<file path="src/hw/rtl/nlp_pkg.sv">
// Shared types, constants and digit arithmetic for the numeric literal parser.
package nlp_pkg;

  localparam int ACC_W   = 64;
  localparam int VALUE_W = 64;
  localparam int CHAR_W  = 8;
  localparam int DV_W    = 9;

  localparam logic [CHAR_W-1:0] CH_X    = 8'h78;
  localparam logic [CHAR_W-1:0] CH_O    = 8'h6F;
  localparam logic [CHAR_W-1:0] CH_B    = 8'h62;
  localparam logic [CHAR_W-1:0] CH_H    = 8'h68;
  localparam logic [CHAR_W-1:0] CH_ZERO = 8'h30;
  localparam logic [CHAR_W-1:0] CH_LA   = 8'h61;
  localparam logic [CHAR_W-1:0] CH_UA   = 8'h41;
  localparam logic [CHAR_W-1:0] CH_UZ   = 8'h5A;
  localparam logic [CHAR_W-1:0] CASE_OFS = 8'h20;

  typedef logic signed [DV_W-1:0] dig_t;
  typedef logic [ACC_W-1:0]       acc_t;

  typedef enum logic [1:0] {
    RDX_DEC = 2'd0,
    RDX_HEX = 2'd1,
    RDX_BIN = 2'd2,
    RDX_OCT = 2'd3
  } radix_t;

  typedef enum logic [1:0] {
    PFX_NONE = 2'd0,
    PFX_HEX  = 2'd1,
    PFX_OCT  = 2'd2,
    PFX_BIN  = 2'd3
  } pfx_t;

  typedef struct packed {
    logic [CHAR_W-1:0] char_code;
    logic              is_last;
  } in_item_t;

  typedef struct packed {
    logic signed [VALUE_W-1:0] value;
    logic                      ok;
  } out_item_t;

  typedef struct packed {
    dig_t dv;
    logic is_x;
    logic is_o;
    logic is_b;
    logic is_h;
    logic is_zero;
  } dchar_t;

  function automatic acc_t acc_push(input acc_t acc, input radix_t rdx, input dig_t dv);
    acc_t m;
    case (rdx)
      RDX_DEC: m = (acc << 3) + (acc << 1);
      RDX_HEX: m = acc << 4;
      RDX_BIN: m = acc << 1;
      RDX_OCT: m = acc << 3;
      default: m = acc;
    endcase
    return m + ACC_W'(dv);
  endfunction

  function automatic logic dig_fits(input dig_t dv, input radix_t rdx);
    dig_t lim;
    case (rdx)
      RDX_DEC: lim = 9'sd10;
      RDX_HEX: lim = 9'sd16;
      RDX_BIN: lim = 9'sd2;
      RDX_OCT: lim = 9'sd8;
      default: lim = 9'sd10;
    endcase
    return dv < lim;
  endfunction

  function automatic radix_t pfx_radix(input pfx_t k);
    case (k)
      PFX_HEX: return RDX_HEX;
      PFX_OCT: return RDX_OCT;
      PFX_BIN: return RDX_BIN;
      default: return RDX_DEC;
    endcase
  endfunction

endpackage

</file>
<file path="src/hw/rtl/nlp_decode.sv">
// Character decode: lowercase, digit value and letter flags.
module nlp_decode
  import nlp_pkg::*;
(
  input  logic [CHAR_W-1:0] char_code,
  output dchar_t            dch
);

  logic [CHAR_W-1:0] lc;

  always_comb begin
    lc = char_code;
    if (char_code inside {[CH_UA:CH_UZ]}) begin
      lc = char_code + CASE_OFS;
    end
    if (lc >= CH_LA) begin
      dch.dv = $signed({1'b0, lc}) - $signed({1'b0, CH_LA}) + 9'sd10;
    end else begin
      dch.dv = $signed({1'b0, lc}) - $signed({1'b0, CH_ZERO});
    end
    dch.is_x    = (lc == CH_X);
    dch.is_o    = (lc == CH_O);
    dch.is_b    = (lc == CH_B);
    dch.is_h    = (lc == CH_H);
    dch.is_zero = (lc == CH_ZERO);
  end

endmodule

</file>
<file path="src/hw/rtl/nlp_core.sv">
// Literal state, per-radix accumulators and result selection.
module nlp_core
  import nlp_pkg::*;
(
  input  logic      clk,
  input  logic      rst_n,
  input  logic      fire,
  input  logic      is_last,
  input  dchar_t    dch,
  output out_item_t res
);

  logic [1:0] pos_r, pos_nxt;
  logic       lead_zero_r, lead_zero_nxt;
  pfx_t       pfx_r, pfx_nxt;
  acc_t       dec_r, dec_nxt, hex_r, hex_nxt, bin_r, bin_nxt, oct_r, oct_nxt;
  logic [3:0] wok_r, wok_nxt;
  acc_t       pacc_r, pacc_nxt;
  logic       pok_r, pok_nxt;

  acc_t       sel_acc;
  logic       sel_ok;
  pfx_t       kind;
  radix_t     prdx;

  always_comb begin
    kind = PFX_NONE;
    if (pos_r == 2'd2) begin
      kind = (pfx_r == PFX_BIN && dch.is_h) ? PFX_NONE : pfx_r;
    end
    prdx = pfx_radix(kind);
    if (pos_r == 2'd1 && lead_zero_r && (dch.is_x || dch.is_o || dch.is_b)) begin
      sel_acc = '0;
      sel_ok  = 1'b1;
    end else if (kind != PFX_NONE) begin
      sel_acc = acc_push(pacc_r, prdx, dch.dv);
      sel_ok  = pok_r && dig_fits(dch.dv, prdx);
    end else if (dch.is_h) begin
      sel_acc = hex_r;
      sel_ok  = wok_r[RDX_HEX];
    end else if (dch.is_b) begin
      sel_acc = bin_r;
      sel_ok  = wok_r[RDX_BIN];
    end else if (dch.is_o) begin
      sel_acc = oct_r;
      sel_ok  = wok_r[RDX_OCT];
    end else begin
      sel_acc = acc_push(dec_r, RDX_DEC, dch.dv);
      sel_ok  = wok_r[RDX_DEC] && dig_fits(dch.dv, RDX_DEC);
    end
    res.ok    = sel_ok;
    res.value = sel_ok ? VALUE_W'($signed(sel_acc)) : '0;
  end

  always_comb begin
    pos_nxt       = pos_r;
    lead_zero_nxt = lead_zero_r;
    pfx_nxt       = pfx_r;
    dec_nxt       = dec_r;
    hex_nxt       = hex_r;
    bin_nxt       = bin_r;
    oct_nxt       = oct_r;
    wok_nxt       = wok_r;
    pacc_nxt      = pacc_r;
    pok_nxt       = pok_r;
    if (fire) begin
      if (is_last) begin
        pos_nxt       = 2'd0;
        lead_zero_nxt = 1'b0;
        pfx_nxt       = PFX_NONE;
        dec_nxt       = '0;
        hex_nxt       = '0;
        bin_nxt       = '0;
        oct_nxt       = '0;
        wok_nxt       = 4'hF;
        pacc_nxt      = '0;
        pok_nxt       = 1'b1;
      end else begin
        if (pos_r == 2'd0) begin
          lead_zero_nxt = dch.is_zero;
        end else if (pos_r == 2'd1) begin
          if (lead_zero_r) begin
            if (dch.is_x) begin
              pfx_nxt = PFX_HEX;
            end else if (dch.is_o) begin
              pfx_nxt = PFX_OCT;
            end else if (dch.is_b) begin
              pfx_nxt = PFX_BIN;
            end
          end
        end else if (pfx_r != PFX_NONE) begin
          if (!dig_fits(dch.dv, pfx_radix(pfx_r))) begin
            pok_nxt = 1'b0;
          end
          pacc_nxt = acc_push(pacc_r, pfx_radix(pfx_r), dch.dv);
        end
        dec_nxt = acc_push(dec_r, RDX_DEC, dch.dv);
        hex_nxt = acc_push(hex_r, RDX_HEX, dch.dv);
        bin_nxt = acc_push(bin_r, RDX_BIN, dch.dv);
        oct_nxt = acc_push(oct_r, RDX_OCT, dch.dv);
        wok_nxt[RDX_DEC] = wok_r[RDX_DEC] && dig_fits(dch.dv, RDX_DEC);
        wok_nxt[RDX_HEX] = wok_r[RDX_HEX] && dig_fits(dch.dv, RDX_HEX);
        wok_nxt[RDX_BIN] = wok_r[RDX_BIN] && dig_fits(dch.dv, RDX_BIN);
        wok_nxt[RDX_OCT] = wok_r[RDX_OCT] && dig_fits(dch.dv, RDX_OCT);
        if (pos_r != 2'd2) begin
          pos_nxt = pos_r + 2'd1;
        end
      end
    end
  end

  always_ff @(posedge clk) begin
    if (!rst_n) begin
      pos_r       <= 2'd0;
      lead_zero_r <= 1'b0;
      pfx_r       <= PFX_NONE;
      dec_r       <= '0;
      hex_r       <= '0;
      bin_r       <= '0;
      oct_r       <= '0;
      wok_r       <= 4'hF;
      pacc_r      <= '0;
      pok_r       <= 1'b1;
    end else begin
      pos_r       <= pos_nxt;
      lead_zero_r <= lead_zero_nxt;
      pfx_r       <= pfx_nxt;
      dec_r       <= dec_nxt;
      hex_r       <= hex_nxt;
      bin_r       <= bin_nxt;
      oct_r       <= oct_nxt;
      wok_r       <= wok_nxt;
      pacc_r      <= pacc_nxt;
      pok_r       <= pok_nxt;
    end
  end

endmodule

</file>
<file path="src/hw/rtl/numeric_literal_parser.sv">
// Top level of the streaming integer literal parser.
//   channel  dir  handshake            payload
//   in_      in   in_valid / in_stall   in_item_t  (char_code, is_last)
//   out_     out  out_valid / out_stall out_item_t (value, ok)
// One character per cycle while no last character waits on a stalled result; a
// last character passes the input register, then its result the output register.
// Reset (rst_n low, synchronous) empties both registers and restarts the literal.
// A stalled result holds; characters that are not last keep flowing meanwhile.
module numeric_literal_parser
  import nlp_pkg::*;
(
  input  logic      clk,
  input  logic      rst_n,
  input  logic      in_valid,
  output logic      in_stall,
  input  in_item_t  in_data,
  output logic      out_valid,
  input  logic      out_stall,
  output out_item_t out_data
);

  logic      s1_valid_r;
  in_item_t  s1_data_r;
  logic      out_valid_r;
  out_item_t out_data_r;
  logic      advance;
  dchar_t    dch;
  out_item_t res;

  assign advance  = s1_valid_r && (!s1_data_r.is_last || !out_valid_r || !out_stall);
  assign in_stall = s1_valid_r && !advance;

  nlp_decode u_decode (
    .char_code (s1_data_r.char_code),
    .dch       (dch)
  );

  nlp_core u_core (
    .clk     (clk),
    .rst_n   (rst_n),
    .fire    (advance),
    .is_last (s1_data_r.is_last),
    .dch     (dch),
    .res     (res)
  );

  always_ff @(posedge clk) begin
    if (!rst_n) begin
      s1_valid_r <= 1'b0;
    end else if (!in_stall) begin
      s1_valid_r <= in_valid;
    end
  end

  always_ff @(posedge clk) begin
    if (in_valid && !in_stall) begin
      s1_data_r <= in_data;
    end
  end

  always_ff @(posedge clk) begin
    if (!rst_n) begin
      out_valid_r <= 1'b0;
    end else if (advance && s1_data_r.is_last) begin
      out_valid_r <= 1'b1;
    end else if (!out_stall) begin
      out_valid_r <= 1'b0;
    end
  end

  always_ff @(posedge clk) begin
    if (advance && s1_data_r.is_last) begin
      out_data_r <= res;
    end
  end

  assign out_valid = out_valid_r;
  assign out_data  = out_data_r;

endmodule
</file>
<file path="config.mk">
export PLATFORM = sky130hd
export DESIGN_NAME = numeric_literal_parser
export DESIGN_NICKNAME = d
export VERILOG_FILES = /design/src/hw/rtl/nlp_pkg.sv /design/src/hw/rtl/nlp_decode.sv /design/src/hw/rtl/nlp_core.sv /design/src/hw/rtl/numeric_literal_parser.sv
export SDC_FILE = /design/constraint.sdc
export NUM_CORES = 2
export LEC_CHECK = 0
export CORE_ASPECT_RATIO = 1.25
export CORE_MARGIN = 2
export CORE_UTILIZATION = 35
export CTS_CLUSTER_SIZE = 20
export DETAILED_ROUTE_END_ITERATION = 6
export DONT_BUFFER_PORTS = 1
export PLACE_DENSITY = 0.56
export SYNTH_ARGS = -nofsm -noshare
export SYNTH_HDL_FRONTEND = slang
export SYNTH_SLANG_ARGS = --single-unit
</file>
<file path="constraint.sdc">
create_clock -name clk -period 17.3 [get_ports clk]
set_clock_uncertainty 0.15 [all_clocks]
set_input_delay 2.595 -clock clk [delete_from_list [all_inputs] [get_ports clk]]
set_output_delay 2.595 -clock clk [all_outputs]
set_load 0.05 [all_outputs]
</file>
# Word level (Yosys, flattened, before mapping)
# Index checks and enable logic that the tools add are counted.
[word_totals]
regBits = 404
in_bits = 13
[classes]
add_sub_neg = 14
magnitude_cmp = 10
n_eq_ne = 24
muxes = 91
n_bitwise = 1
n_reduce_logical = 40
[op_table]
columns = ["op", "count"]
rows = [
  ["$mux 64", 20],
  ["$mux 63", 12],
  ["$add 64x64->64", 7],
  ["$pmux 64 s4", 1],
  ["$pmux 63 s4", 1],
  ["$mux 9", 21],
  ["$add 63x63->63", 2],
  ["$pmux 9 s4", 2],
  ["$lt 9x9->1", 7],
  ["$eq 8x7->1 const B", 4],
  ["$mux 2", 16],
  ["$eq 2x2->1 const B", 9],
  ["$ge 8x7->1 const B", 2],
  ["$logic_and 1x1->1", 14],
  ["$mux 1", 14],
  ["$reduce_bool 2->1", 7],
  ["$pmux 2 s3", 2],
  ["$eq 2x1->1 const B", 5],
  ["$reduce_and 5->1", 2],
  ["$add 9x5->9 const B", 1],
  ["$sub 8x6->9 const B", 1],
  ["$sub 8x7->9 const B", 1],
  ["$add 8x6->8 const B", 1],
  ["$eq 8x6->1 const B", 1],
  ["14 further kinds", 27],
]

# Logic depth before layout (Yosys ltp)
[depth]
word_depth = 20
depth_mapped = 35
mapped_depth_nobuf = 29

# Cells and area by module
# From an unflattened synthesis, not the netlist that was laid out.
[hier_totals]
hier_cells = 5898
hier_area_um2 = 45756.4
[modules_own_cells]
columns = ["module", "n_inst", "cells_each", "area_per_inst_um2", "seq_area_each_um2"]
rows = [
  ["nlp_core", 1, 5739, 42814.8, 6426.2],
  ["numeric_literal_parser", 1, 85, 2317.2, 2262.2],
  ["nlp_decode", 1, 74, 624.3, 0.0],
]

# Least setup slack after synthesis
# Ideal clock, no wire load.
[synth_path]
path_kind = "register -> register"
start = "register s1_data_r[1] in the netlist's numbering"
end = "register u_core.oct_r[63]"
setup_ps = 63
arrival_ps = 12081
required_ps = 17087
slack_ps = 5006
path_stages_with_launch = 25
synth_period_minus_slack_ps = 12294
cell_sequence = "edfxtp_1 > inv_1 > ha_1 > nor2b_1 > o211a_1 > o31a_1 > ha_1 > o21ai_0 > o311ai_0 > nor3_1 > o21ai_1 > inv_1 > ha_1 > a21o_1 > a21o_1 > a2111oi_0 > a2bb2oi_1 > o22ai_1 > a41oi_1 > o21bai_1 > a311o_1 > a41oi_1 > a2111oi_0 > or4_1 > nand3_1"
[synth_via]
elab_chain_cells = 8
elab_cells_between_ends = 12
cone_classes = "5 x add/sub; 3 x order compare; 3 x mux; 1 x reduce/logical"
[synth_lines]
columns = ["item", "line", "rtl"]
rows = [
  ["start: declaration", "numeric_literal_parser.sv:23", "in_item_t s1_data_r;"],
  ["start signal: assignment", "numeric_literal_parser.sv:57", "s1_data_r <= in_data;"],
  ["$ge 8x7->1 / $le 8x7->1 (equally long branches)", "nlp_decode.sv:13", "if (char_code inside {[CH_UA:CH_UZ]}) begin"],
  ["$logic_and 1x1->1", "nlp_decode.sv:13", ""],
  ["$mux 8 (*)", "nlp_decode.sv:13", ""],
  ["$sub 8x7->9", "nlp_decode.sv:17", "dch.dv = $signed({1'b0, lc}) - $signed({1'b0, CH_LA}) + 9'sd10;"],
  ["$add 9x5->9", "nlp_decode.sv:17", ""],
  ["$mux 9 (*)", "nlp_decode.sv:16", "if (lc >= CH_LA) begin"],
  ["$add 64x64->64 (*)", "nlp_pkg.sv:64", "return m + ACC_W'(dv);"],
  ["$mux 64 (*)", "nlp_core.sv:67", "if (is_last) begin"],
  ["end signal: assignment", "nlp_core.sv:131", "oct_r <= oct_nxt;"],
  ["end: declaration", "nlp_core.sv:16", "acc_t dec_r, dec_nxt, hex_r, hex_nxt, bin_r, bin_nxt, oct_r, oct_nxt;"],
]
# Every way passes the cells marked *; elsewhere a longest branch is shown, timed or not.
# A chain may end at the register's enable or synchronous reset.

# Worst setup path in the final report
[layout_path]
start = "register s1_data_r[2] in the netlist's numbering"
end = "register out_data_r (netlist bit out_data[57]), data pin"
[layout_via]
elab_chain_cells = 19
elab_cells_between_ends = 52
cone_classes = "6 x add/sub; 5 x order compare; 10 x eq/ne; 20 x mux; 1 x bitwise; 10 x reduce/logical"
[layout_lines]
columns = ["item", "line", "rtl"]
rows = [
  ["$ge 8x7->1 / $le 8x7->1 (equally long branches)", "nlp_decode.sv:13", ""],
  ["$logic_and 1x1->1", "nlp_decode.sv:13", ""],
  ["$mux 8 (*)", "nlp_decode.sv:13", ""],
  ["branches (longest 16 deep; another with $add 64x64->64)", "-", ""],
  ["end signal: assignment", "numeric_literal_parser.sv:73", "out_data_r <= res;"],
  ["end: declaration", "numeric_literal_parser.sv:25", "out_item_t out_data_r;"],
]
# Every way passes the cells marked *. The select of a mux whose other input is x is not followed.

==> out/summary.log <==
[global_routing] number of global-route vias before repair 41138
[sta] final setup violation count 0
[detailed_routing] drt drc 29
[synth] post-synthesis compound-gate area fraction 0.333
[synth] most used flip-flop cell after synthesis sky130_fd_sc_hd__dfxtp_1
[worst_setup_path] Critical Path Start Type flip-flop
[clocking] number of hold-repair buffers added at the cts stage 0
[final_layout] number of fill cells in the layout 13023
[outcome] result of the run finished, violations left
[synth] multiplexer share of the synthesized area 0.0266
[floorplanning] boundary pin count 80
[final_layout] most common library cell in the layout ignoring fill and taps sky130_fd_sc_hd__a21oi_1
[clocking] count of instances resized after the clock tree is built 0
[detailed_routing] TritonRoute pass-1 iters 7
[placed_design] Final Wtd Congestion 0.923
[floorplanning] Initial Util 0.352
[final_layout] Final Instance Area 47200 um^2
[sta] Slew Limit Headroom 0.166
[worst_hold_path] class of the tightest hold or removal check reg -> reg
[synth] most area-hungry cell type in the Yosys netlist sky130_fd_sc_hd__dfxtp_1
[sta] max-slew violation count 0
[detailed_routing] met3 wirelength from detailed routing 7850 um
[detailed_routing] number of routed nets with antenna violations 0
[floorplanning] Vert. Die Dim 400 um
[pwr] maximum resistive drop on vdd 71.0 uV
[synth] synthesized-area fraction occupied by xor and xnor cells 0.0909
[clocking] total clock buffers created by CTS 49
[pwr] leakage dissipation 19.8 nW
[final_layout] post-layout instance count excluding filler cells 7039
[flow_run] max cap viols 0
[worst_setup_path] CP arrival 9.29 ns
[final_layout] commonest cells after routing, fill and taps aside sky130_fd_sc_hd__a21oi_1, sky130_fd_sc_hd__ha_1, sky130_fd_sc_hd__nand2_1
[detailed_routing] number of design-rule violations left by the first detailed-router iteration 3647
[synth] area share of fa/ha/maj cells after synthesis 0.148
[worst_setup_path] Setup CP Type reg -> reg
[final_layout] Util after Layout 0.378
[clocking] register clock-pin slew on the reported worst setup and hold paths 0.06 ns
[clocking] H-tree depth 2
[detailed_routing] Post-Route WL 157000 um
[outcome] violated checks DRC
[worst_setup_path] start of the worst register-to-register path s1_data_r[2]
[sta] number of hold-slack violations in the final timing report 0
[final_layout] growth of design area from synthesis to finish 7.26%
[global_routing] Total GRT Usage 0.235
[worst_hold_path] hold_sp u_core.hex_r[60]
[synth] fraction of post-synthesis cell area in the top cell type by area 0.147
[placed_design] Cells after DPL 6949
[final_layout] Layout Nets 5911
[global_routing] pin count of the biggest net entering global routing 217
[floorplanning] core box area 125000 um^2
[clocking] clock tree from TritonCTS yes
[floorplanning] number of placement rows 145
[clocking] clock network latency to the later pin of the worst-skew pair 0.65 ns
[final_layout] antenna cells 0
[synth] main area contributors after synthesis sky130_fd_sc_hd__dfxtp_1, sky130_fd_sc_hd__ha_1, sky130_fd_sc_hd__a21oi_1, sky130_fd_sc_hd__xnor2_1, sky130_fd_sc_hd__edfxtp_1
[synth] post-synth cell types 91
[synth] synthesized area 44000 um^2
[worst_setup_path] crit end category flip-flop
[floorplanning] die width 321 um
[detailed_routing] met1 wire length 69600 um
[synth] post-synthesis average cell area 7.89 um^2
[clocking] post-CTS setup repair buffer count 0
[synth] async set-or-reset flop fraction in the synthesized netlist 0
[sta] Setup WS post-layout 8.22 ns
[global_routing] total gr overflow 0
[sta] Final TNS setup 0 ns
[worst_setup_path] required time of the worst setup path 17.51 ns
[synth] main combinational cell family by area after synthesis compound AO/OA/AOI/OAI gates
[final_layout] fraction of final layout cells sized beyond drive strength 1 0.0325
[detailed_routing] total met2 wirelength after detailed routing 74100 um
[placed_design] worst-case setup slack after placement 8.32 ns
[clocking] clock root buffer master sky130_fd_sc_hd__clkbuf_16
[placed_design] number of port buffers 0
[global_routing] global-route wire length before repair 243000 um
[worst_setup_path] worst setup path start s1_data_r[2]
[clocking] Num Clock Sinks 397
[synth] number of warnings issued by yosys 0
[sta] unrepaired setup endpoints after global routing no
[detailed_routing] routed len/inst 22.3 um
[clocking] CTS max path bufs 3
[sta] post-layout min period 9.08 ns
[worst_setup_path] maximum fanout along the worst path 61
[detailed_routing] Top Metal Used met5
[detailed_routing] Vias 42975
[synth] sequential-to-total area share from yosys stat 0.198
[sta] Worst Tran Pin Value 1.25 ns
[pwr] Power Density 59.8 nW/um^2
[synth] syn nets 6099
[placed_design] estimated wirelength of the detail-placed design 118000 um
[synth] number of enable-type register cells in the synthesized netlist 74
[sta] ratio of final minimum period to clock period 0.525
[detailed_routing] vias per inst 6.11
[sta] hold slack final 0.312 ns
[synth] Simple-Gate Fraction of Synth Area 0.167
[worst_setup_path] worst setup slack for register-to-register paths 8.22 ns
[sta] achievable frequency 110 MHz
[pwr] total design power 2.82 mW
[placed_design] cell area after placement 45400 um^2
[synth] Syn Inst Count 5571
[synth] flip-flop and latch count after synthesis 397
[floorplanning] die area 128000 um^2
[global_routing] antenna violations before repair 7
## cell families after synthesis
kind of cell | count (synthesis)
buf+inv | 434
compound gates | 2191
flops | 397
fa+ha+maj | 515
mux | 117
simple gates | 1464
xor+xnor | 453
## synthesized netlist by cell type (95+ instances only)
master and n:
sky130_fd_sc_hd__a21oi_1 562, sky130_fd_sc_hd__ha_1 508, sky130_fd_sc_hd__nand2_1 381, sky130_fd_sc_hd__dfxtp_1 323, sky130_fd_sc_hd__nor2_1 311, sky130_fd_sc_hd__o21ai_0 306, sky130_fd_sc_hd__a21o_1 278, sky130_fd_sc_hd__clkbuf_1 269
sky130_fd_sc_hd__xnor2_1 269, sky130_fd_sc_hd__nor2b_1 251, sky130_fd_sc_hd__a22oi_1 197, sky130_fd_sc_hd__xor2_1 182, sky130_fd_sc_hd__inv_1 149, sky130_fd_sc_hd__a222oi_1 120, sky130_fd_sc_hd__mux2i_1 117, sky130_fd_sc_hd__nand3_1 103
sky130_fd_sc_hd__o21bai_1 95
## registers in the layout (all words and copies together), names as in the netlist
register	flops
out_data	65
u_core.oct_r	64
u_core.bin_r	63
u_core.pacc_r	63
u_core.hex_r	61
u_core.dec_r	60
s1_data_r	9
u_core.wok_r	4
u_core.pfx_r	2
u_core.pos_r	2
out_valid	1
s1_valid_r	1
u_core.lead_zero_r	1
u_core.pok_r	1
## routing by layer
layer	track usage	up-vias
met1	0.306	20809
met3	0.0289	234
met5	0	-
met4	0.0734	4
li1	-	20843
met2	0.400	1085
## where the power goes
group | internal [mW] | switching, mW
registers | 0.968 | 0.0407
clock network | 0.697 | 0.474
logic | 0.216 | 0.423
## layout make-up
cell class	instances	area (um^2)	share of cell area
Inverter	153	584	0.0124
Clock inverter	28	427	0.00905
Clock buffer	62	1340	0.0283
Multi-Input combinational cell	4740	33800	0.716
Tap cell	1617	2020	0.0429
Timing Repair Buffer	42	340	0.00722
Sequential cell	397	8690	0.184
## worst paths after layout
kind,to,cells past startpoint
worst min register to register,u_core.hex_r[60],2
worst max-delay path,out_data[57],27
worst min-delay path,u_core.hex_r[60],2
worst max register to register,out_data[57],27
## worst max-delay path: stages, from the launching register on
cell	delay, ns
sky130_fd_sc_hd__edfxtp_1	0.46
sky130_fd_sc_hd__inv_1	0.11
sky130_fd_sc_hd__ha_1	0.19
sky130_fd_sc_hd__or4b_4	0.57
sky130_fd_sc_hd__nand2b_4	0.18
sky130_fd_sc_hd__a41oi_1	0.37
sky130_fd_sc_hd__nand2_1	0.23
sky130_fd_sc_hd__nor2_4	0.12
sky130_fd_sc_hd__buf_4	0.52
sky130_fd_sc_hd__nand2_1	0.19
sky130_fd_sc_hd__and3_1	0.27
sky130_fd_sc_hd__inv_1	0.14
sky130_fd_sc_hd__ha_2	0.96
sky130_fd_sc_hd__a222oi_1	0.28
sky130_fd_sc_hd__mux2i_1	0.21
sky130_fd_sc_hd__ha_1	0.23
sky130_fd_sc_hd__a211oi_1	0.10
sky130_fd_sc_hd__o21bai_1	0.32
sky130_fd_sc_hd__a22oi_1	0.20
sky130_fd_sc_hd__o31ai_1	0.76
sky130_fd_sc_hd__nand3_1	0.25
sky130_fd_sc_hd__a2111oi_2	0.44
sky130_fd_sc_hd__o31ai_1	0.17
sky130_fd_sc_hd__a311oi_1	0.48
sky130_fd_sc_hd__a41oi_1	0.31
sky130_fd_sc_hd__o31ai_1	0.32
sky130_fd_sc_hd__xnor2_1	0.15
sky130_fd_sc_hd__o32ai_1	0.11
Note: power is estimated with default switching activity, not from simulation.
